File: src/design/word_keyed_time_aggregator_unit_defines.svh
// Assertion macros for the word keyed time aggregator.
// Included by the modules that carry concurrent assertions; no other dependencies.
`ifndef WORD_KEYED_TIME_AGGREGATOR_UNIT_DEFINES_SVH
`define WORD_KEYED_TIME_AGGREGATOR_UNIT_DEFINES_SVH

`ifndef NO_ASSERTIONS
`define WKTA_ASSERT_IMP(label, clk, rst_n, a, b) \
    label: assert property (@(posedge clk) disable iff (!rst_n) (a) |-> (b)) \
        else $error("wkta assertion failed");
`define WKTA_ASSERT_NXT(label, clk, rst_n, a, b) \
    label: assert property (@(posedge clk) disable iff (!rst_n) (a) |=> (b)) \
        else $error("wkta assertion failed");
`else
`define WKTA_ASSERT_IMP(label, clk, rst_n, a, b)
`define WKTA_ASSERT_NXT(label, clk, rst_n, a, b)
`endif

`endif

File: src/design/wkta_pkg.sv
// Types and constants shared by the word keyed time aggregator.
// No dependencies.
package wkta_pkg;

    localparam int SLOT_W     = 10;
    localparam int DIST_W     = 11;
    localparam int HASH_SHIFT = 5;
    localparam logic [63:0] HASH_SEED  = 64'd5381;
    localparam logic [7:0]  SPACE_CHAR = 8'h20;

    typedef struct packed {
        logic [7:0]         text_byte;
        logic               end_of_text;
        logic signed [31:0] duration;
    } t_req;

    typedef struct packed {
        logic [SLOT_W-1:0]  slot;
        logic [63:0]        word_hash;
        logic signed [63:0] time_total;
        logic [31:0]        use_count;
        logic               was_truncated;
        logic               is_new;
        logic [DIST_W-1:0]  distinct_total;
        logic               table_full;
    } t_res;

    typedef struct packed {
        logic        valid;
        logic [63:0] hash;
        logic [63:0] time_total;
        logic [31:0] use_count;
        logic        truncated;
    } t_entry;

    typedef struct packed {
        logic [63:0] hash;
        logic        truncated;
    } t_fold;

    typedef enum logic [1:0] {
        S_CLEAR,
        S_IDLE,
        S_PROBE
    } t_state;

endpackage

File: src/design/wkta_hash.sv
// Running djb2 hash over the first word of a description.
// Depends on wkta_pkg.
module wkta_hash (
    input  logic               i_clk,
    input  logic               i_rst_n,
    input  logic               i_accept,
    input  logic [7:0]         i_byte,
    input  logic               i_last,
    output wkta_pkg::t_fold    o_fold
);

    logic [63:0] r_hash;
    logic        r_past;
    logic [63:0] n_hash;
    logic        is_space;

    assign is_space = (i_byte == wkta_pkg::SPACE_CHAR);

    always_comb begin
        if (is_space || r_past) begin
            n_hash = r_hash;
        end else begin
            n_hash = (r_hash << wkta_pkg::HASH_SHIFT) + r_hash + 64'(i_byte);
        end
    end

    assign o_fold.hash      = n_hash;
    assign o_fold.truncated = r_past | is_space;

    always_ff @(posedge i_clk) begin
        if (!i_rst_n) begin
            r_hash <= wkta_pkg::HASH_SEED;
            r_past <= 1'b0;
        end else if (i_accept) begin
            if (i_last) begin
                r_hash <= wkta_pkg::HASH_SEED;
                r_past <= 1'b0;
            end else begin
                r_hash <= n_hash;
                r_past <= r_past | is_space;
            end
        end
    end

endmodule

File: config.mk
export PLATFORM = sky130hd
export DESIGN_NAME = wkta_hash
export DESIGN_NICKNAME = d
export VERILOG_FILES = /design/src/design/word_keyed_time_aggregator_unit_defines.svh /design/src/design/wkta_pkg.sv /design/src/design/wkta_hash.sv
export SDC_FILE = /design/constraint.sdc
export NUM_CORES = 1
export LEC_CHECK = 0
export BUFFER_PORTS_ARGS = -buffer_cell sky130_fd_sc_hd__buf_2
export CORE_ASPECT_RATIO = 0.7
export CORE_MARGIN = 4
export CORE_UTILIZATION = 24
export CTS_CLUSTER_SIZE = 28
export DETAILED_ROUTE_END_ITERATION = 10
export GPL_ROUTABILITY_DRIVEN = 0
export PLACE_DENSITY = 0.41
export SLEW_MARGIN = 20
export SYNTH_ARGS = -nofsm -noshare
export SYNTH_HDL_FRONTEND = slang
export SYNTH_SLANG_ARGS = --single-unit
File: constraint.sdc
create_clock -name i_clk -period 5.01 [get_ports i_clk]
set_input_delay 1.002 -clock i_clk [delete_from_list [all_inputs] [get_ports i_clk]]
set_output_delay 1.002 -clock i_clk [all_outputs]
set_load 0.01 [all_outputs]
==> flow_metrics.tcl, run 1 <==
set metrics [dict create \
    worstSetupStartpointType "input pin" \
    fp.dieH_um 154 \
    synth_cell_types 66 \
    fin_ws_ns -0.280 \
    seq_area_sq_um 1300 \
    cts_tree "built" \
    stdcell_count 1546 \
    fin_tns_setup_ns -1.92 \
    syn-cell-area_sq_um 7350 \
    grt_max_degree 58 \
    power.leakage_nw 4.32 \
    ys_seq_area_frac 0.177 \
    grt_pass1_vias 7180 \
    synthTopCellsByArea "ha_1 21%, dfxtp_1 18%, nand2_1 8.6%" \
    clock-sinks 65 \
    status "finished, violations left" \
    cts_hold_buf 0 \
    cp-end-kind "output port" \
    vias 7585 \
    min_period_ns 5.29 \
    grt_pass1_wl_um 42200 \
    area_growth_pct 32.6 \
    overflow 0 \
    fin_skew_ns 0.0147 \
    grt_setup_unrepaired "yes" \
    numPortBuffers 76 \
    cp.arrival_ns 4.29 \
    drive_gt1_frac 0.250 \
    critPathKind "input pin to output port" \
    cts-root-buf "clkbuf_16" \
    synth_area_per_cell_sq_um 7.36 \
    final-setup-viol-count 15 \
    placed_area_sq_um 8710 \
    relSlewSlack 0.381 \
    viasPerCell 4.91 \
    hold_viol 0 \
    grt_usage 0.161 \
    synth_top_area_share 0.208 \
    synth_top_flop_cell "dfxtp_1" \
    powerDensity_nw_per_um2 183 \
    tightest_slew_ns 0.927 \
    violations "negative setup slack" \
    grt_antenna_before_repair 0 \
    drc 0 \
    synthArstFlopShare 0 \
    fp.coreArea_sq_um 30100 \
    synth_fp_nets 1137 \
    finalInstanceArea_sq_um 9740 \
    routed_wirelength_um 27200 \
    io_pins 77 \
    drt_first_iter_violations 404 \
    hold_path_class "flip-flop to flip-flop" \
    total_power_mw 1.78 \
    multiInputGateArea_sq_um 6370 \
    numCtsBuffers 9 \
    diodes 0 \
    synth_top_area_cell "ha_1" \
    critPathMaxFanout 5 \
    start_util 0.244 \
    required_ns 4.01 \
    clk_latency_ns 0.36 \
    hpwl_um 21000 \
    max-vdd-ir-drop_mv 0.143 \
    synthCells 999 \
    max_freq_ghz 0.189 \
    fillers 3281 \
    synth_warnings 0 \
    fp.dieW_um 217 \
    fin_nets 1267 \
    ant_nets 0 \
    wl_per_cell_um 17.6 \
    dr.pass1.iters 5 \
    cts_htree_levels 3 \
    dp_cells 1520 \
    ys_ff_latch 65 \
    clk_pin_slew_ns 0.06 \
    period_share 1.06 \
    synth_edf_count 0 \
    rows 53 \
    max-cap-violations 0 \
    maxSlewViolCount 0 \
    clk_path_buf_depth 2 \
    dieArea_sq_um 33500 \
    finish.utilization 0.324 \
]
-- metrics by stage --
step                worst slack, ns  hold slack (ns)
CTS                          -0.329            0.487
finish                       -0.280            0.483
floorplan                    0.0113            0.447
global placement             -0.698            0.465
detailed placement           -0.682            0.476
global route                 -0.445            0.502
-- layer usage --
metal | GRT usage | part of all wire | vias up
met1 | 0.257 | 0.57 | 3552
met2 | 0.225 | 0.39 | 115
met4 | 0.0236 | 0.0064 | 0
met5 | 0 | 0 | -
met3 | 0.0279 | 0.029 | 9
li1 | - | - | 3909
-- registers in the layout, summed over array words and instances, names as in the netlist --
signal,cells
r_hash,64
r_past,1
-- layout make-up --
type | count | area share
clock inverters | 2 | 0.00103
clock buffers | 14 | 0.0291
inverters | 19 | 0.00758
well taps | 412 | 0.0529
multi-input cells | 862 | 0.654
flip-flops and latches | 65 | 0.134
repair buffers | 172 | 0.122
-- worst max-delay path, stage by stage --
cell       delay [ns]
buf_6            0.07
inv_2            0.04
fa_1             0.51
inv_2            0.05
ha_4             0.29
nand3_2          0.09
nor2_4           0.13
o211ai_2         0.12
a2111oi_4        0.43
o2111ai_2        0.19
and4_1           0.25
o31a_1           0.32
o41ai_2          0.27
xnor2_1          0.15
o21ai_2          0.21
buf_6            0.14
-- final timing paths --
path / cells after the start / slack (ns) / end / from
min: 2 / 0.48 / r_hash[62] / r_hash[62]
min reg2reg: 2 / 0.48 / r_hash[62] / r_hash[62]
max reg2reg: 15 / 1.11 / r_hash[63] / r_hash[30]
max: 16 / -0.28 / o_fold[63] / i_byte[5]
-- cell usage after synthesis (6+ instances only) --
cell type,count
inv_1,19
o21a_1,8
nand4_1,19
a22oi_1,18
a21o_1,21
a211oi_1,8
a31oi_1,10
clkbuf_1,48
mux2i_1,6
and2_1,15
o21ai_1,6
nand2_1,169
a21oi_1,69
nand3_1,18
nand2b_1,6
o22ai_1,7
dfxtp_1,65
xnor2_1,29
nor2b_1,8
o31ai_1,6
nor2_1,68
ha_1,122
o21ai_0,122
nor3_1,18
xor2_1,28
o21bai_1,10
-- repair_timing --
action                                  in CTS  in global routing
endpoints found under the setup margin      41                 39
gates resized for setup                     96                 52
buffers inserted                            13                  5
pin swaps                                   60                 41
-- power breakdown --
| group | internal [mW] | switching [mW] |
|---|---|---|
| Clock | 0.389 | 0.272 |
| Sequential | 0.531 | 0.0212 |
| Combinational | 0.236 | 0.332 |
| Total | 1.15 | 0.625 |
-- placed cells by master, fill, tap and decap left out, types with 5 or more instances in the layout --
cell type and n:
o21ai_2 9, buf_2 71, nor2_1 63, nand3_1 16
nand4_1 19, nand2b_1 6, buf_4 85, clkbuf_16 9
o21ai_1 22, o21a_1 8, a21oi_1 59, ha_2 5
a211oi_1 6, xor2_1 21, ha_1 112, nor3_1 16
and2_1 15, ha_4 5, buf_6 14, a22oi_1 18
o21bai_1 10, o21ai_0 96, mux2i_1 6, nor4_1 5
a21oi_2 7, and3_1 5, nand2_1 166, a31oi_1 6
o22ai_1 7, xor2_2 7, nor2b_1 8, dfxtp_1 64
inv_1 16, xnor2_1 24, a21o_1 21
-- cell families (layout without fill, tap and decap cells) --
logic type                 after synthesis  in the layout  synth area share
buffers and inverters                   72            207            0.0375
AOI/OAI and AO/OA                      327            327             0.281
muxes                                    6              6           0.00817
xor gates and xnor gates                57             57            0.0679
adders and majority gates              126            126             0.219
DFF                                     65             65             0.177
and+or+nand+nor                        346            346             0.210
No activity file was read; power rests on OpenSTA's default activity.
==> run 2: changes to the inputs <==
PLACE_DENSITY = 0.39   (was 0.41)
==> run 2 against run 1 <==
  * The run still ends with negative setup slack left
  * Setup slack worse by 0.029 ns
  * Flip-flop and latch count stayed put
  * Total power is 2.9% lower
  * Non-clock buffer count is 5 higher
  * Maximum frequency is 0.55% lower
  * Die area stayed put
  * Largest power group unchanged
==> flow_metrics.tcl, run 2 (same netlist as run 1, synthesis figures left out) <==
set metrics [dict create \
    final_cell_mix "165 x nand2_1, 112 x ha_1, 88 x buf_4" \
    hold_path_depth 2 \
    violations "negative setup slack" \
    grt_pass1_wl_um 43000 \
    io_pins 77 \
    critPathKind "input pin to output port" \
    fp.dieW_um 217 \
    wl_per_cell_um 17.9 \
    dieArea_sq_um 33500 \
    hpwl_um 21400 \
    required_ns 4.01 \
    p_clk_frac 0.354 \
    largest_reg_flops 64 \
    relSlewSlack 0.405 \
    cp-end-kind "output port" \
    fp.coreArea_sq_um 30100 \
    power.leakage_nw 4.38 \
    hold_viol 0 \
    routed_wirelength_um 27700 \
    final-setup-viol-count 17 \
    dr.pass1.iters 4 \
    fin_skew_ns 0.0147 \
    drt_first_iter_violations 453 \
    drive_gt1_frac 0.262 \
    area_growth_pct 34.7 \
    finish.utilization 0.329 \
    fin_ws_ns -0.309 \
    start_util 0.244 \
    cts_htree_levels 3 \
    grt_pass1_vias 7270 \
    grt_setup_unrepaired "yes" \
    p_seq_frac 0.319 \
    tightest_slew_ns 0.892 \
    top_register "r_hash" \
    internal-power_mw 1.11 \
    status "finished, violations left" \
    numCtsBuffers 9 \
    min_period_ns 5.32 \
    ant_nets 0 \
    period_share 1.06 \
    hold_path_class "flip-flop to flip-flop" \
    min_to "r_hash[62]" \
    min-delay-start "r_hash[62]" \
    cp.arrival_ns 4.32 \
    whs_ns 0.479 \
    clk_latency_ns 0.37 \
    fp.dieH_um 154 \
    max-cap-violations 0 \
    grt_max_degree 45 \
    cts_hold_buf 0 \
    cts-root-buf "clkbuf_16" \
    dp_slack_ns -0.737 \
    viasPerCell 4.92 \
    grt_antenna_before_repair 0 \
    clock-sinks 65 \
    r2r_cells 17 \
    rows 53 \
    r2r-start "r_hash[25]" \
    clk_pin_slew_ns 0.06 \
    grt_usage 0.164 \
    netSwitchingPower_mw 0.624 \
    worstReg2RegEnd "r_hash[61]" \
    drc 0 \
    diodes 0 \
    fillers 3245 \
    cts_tree "built" \
    swShare 0.361 \
    critPathMaxFanout 5 \
    clk_path_buf_depth 2 \
    final_common_cell "nand2_1" \
    fin_nets 1272 \
    vias 7627 \
    reg.largest.list "r_hash x64, r_past x1" \
    regToRegSetupSlack_ns 0.97 \
    maxSlewViolCount 0 \
    powerDensity_nw_per_um2 175 \
    max-vdd-ir-drop_mv 0.124 \
    numPortBuffers 76 \
    max_freq_ghz 0.188 \
    worstSetupStartpointType "input pin" \
    combPwrFrac 0.326 \
    overflow 0 \
]
==> run 2: worst max-delay path, cell delays in order <==
cell and delay [ns]:
buf_2 0.09, inv_2 0.04, fa_1 0.50, inv_2 0.05
ha_4 0.30, nand3_1 0.09, nand2_2 0.09, o211ai_2 0.12
a2111oi_4 0.44, o2111ai_2 0.22, and4_1 0.27, o31a_1 0.33
buf_4 0.15, o21ba_4 0.19, xor2_2 0.15, o21ai_1 0.14
buf_2 0.15
==> run 2: layout make-up <==
class	instances	area [sq um]	share of cell area
multi-input combinational	862	6520	0.658
sequential	65	1300	0.132
timing repair buffer	177	1220	0.124
tap	412	515	0.0521
clock buffer	11	243	0.0245
clock inverter	4	20.0	0.00202
inverter	19	73.8	0.00746
==> run 2: repair_timing <==
action / CTS / global route
buffers inserted: 10 / 14
resized for setup: 89 / 89
gates cloned: 0 / 0
pin swaps: 55 / 44
endpoints found under the setup margin: 42 / 37
==> run 2: how the worst max path moves through the flow <==
| stage | from | endpoint | slack (ns) | cells after the start |
|---|---|---|---|---|
| after CTS | i_byte[7] | o_fold[59] | -0.31 | 15 |
| after detailed placement | i_byte[5] | o_fold[42] | -0.74 | 19 |
| after floorplan | i_byte[5] | o_fold[59] | 0.01 | 14 |
| after global placement | i_byte[5] | o_fold[42] | -0.59 | 19 |
| final | i_byte[5] | o_fold[59] | -0.31 | 17 |
| after global routing | i_byte[7] | o_fold[63] | -0.48 | 14 |
==> run 2: through the flow <==
stage	cell area, sq um	power [mW]	cells	TNS (ns)
3_3_place_gp	8680	1.08	1515	-12.53
3_5_place_dp	8680	1.07	1515	-13.47
5_1_grt	9900	1.83	1550	-6.28
2_1_floorplan	7360	0.859	999	0
4_1_cts	9440	1.74	1539	-2.35
6_report	9900	1.73	1550	-2.12
==> run 2: per-layer routing <==
metal  GRT usage  routed length (um)  vias up
li1            -                   -     3922
met3      0.0267                 795       12
met4      0.0291                 192        0
met2       0.227               11000       98
met5           0                   0        -
met1       0.262               15700     3595
==> run 2: power by group through the flow <==
stage	Sequential, mW	Clock [mW]	Combinational (mW)
6_report	0.552	0.612	0.565
5_1_grt	0.553	0.649	0.627
4_1_cts	0.552	0.634	0.552
3_5_place_dp	0.563	0	0.506
3_3_place_gp	0.563	0	0.513
2_1_floorplan	0.553	0	0.306
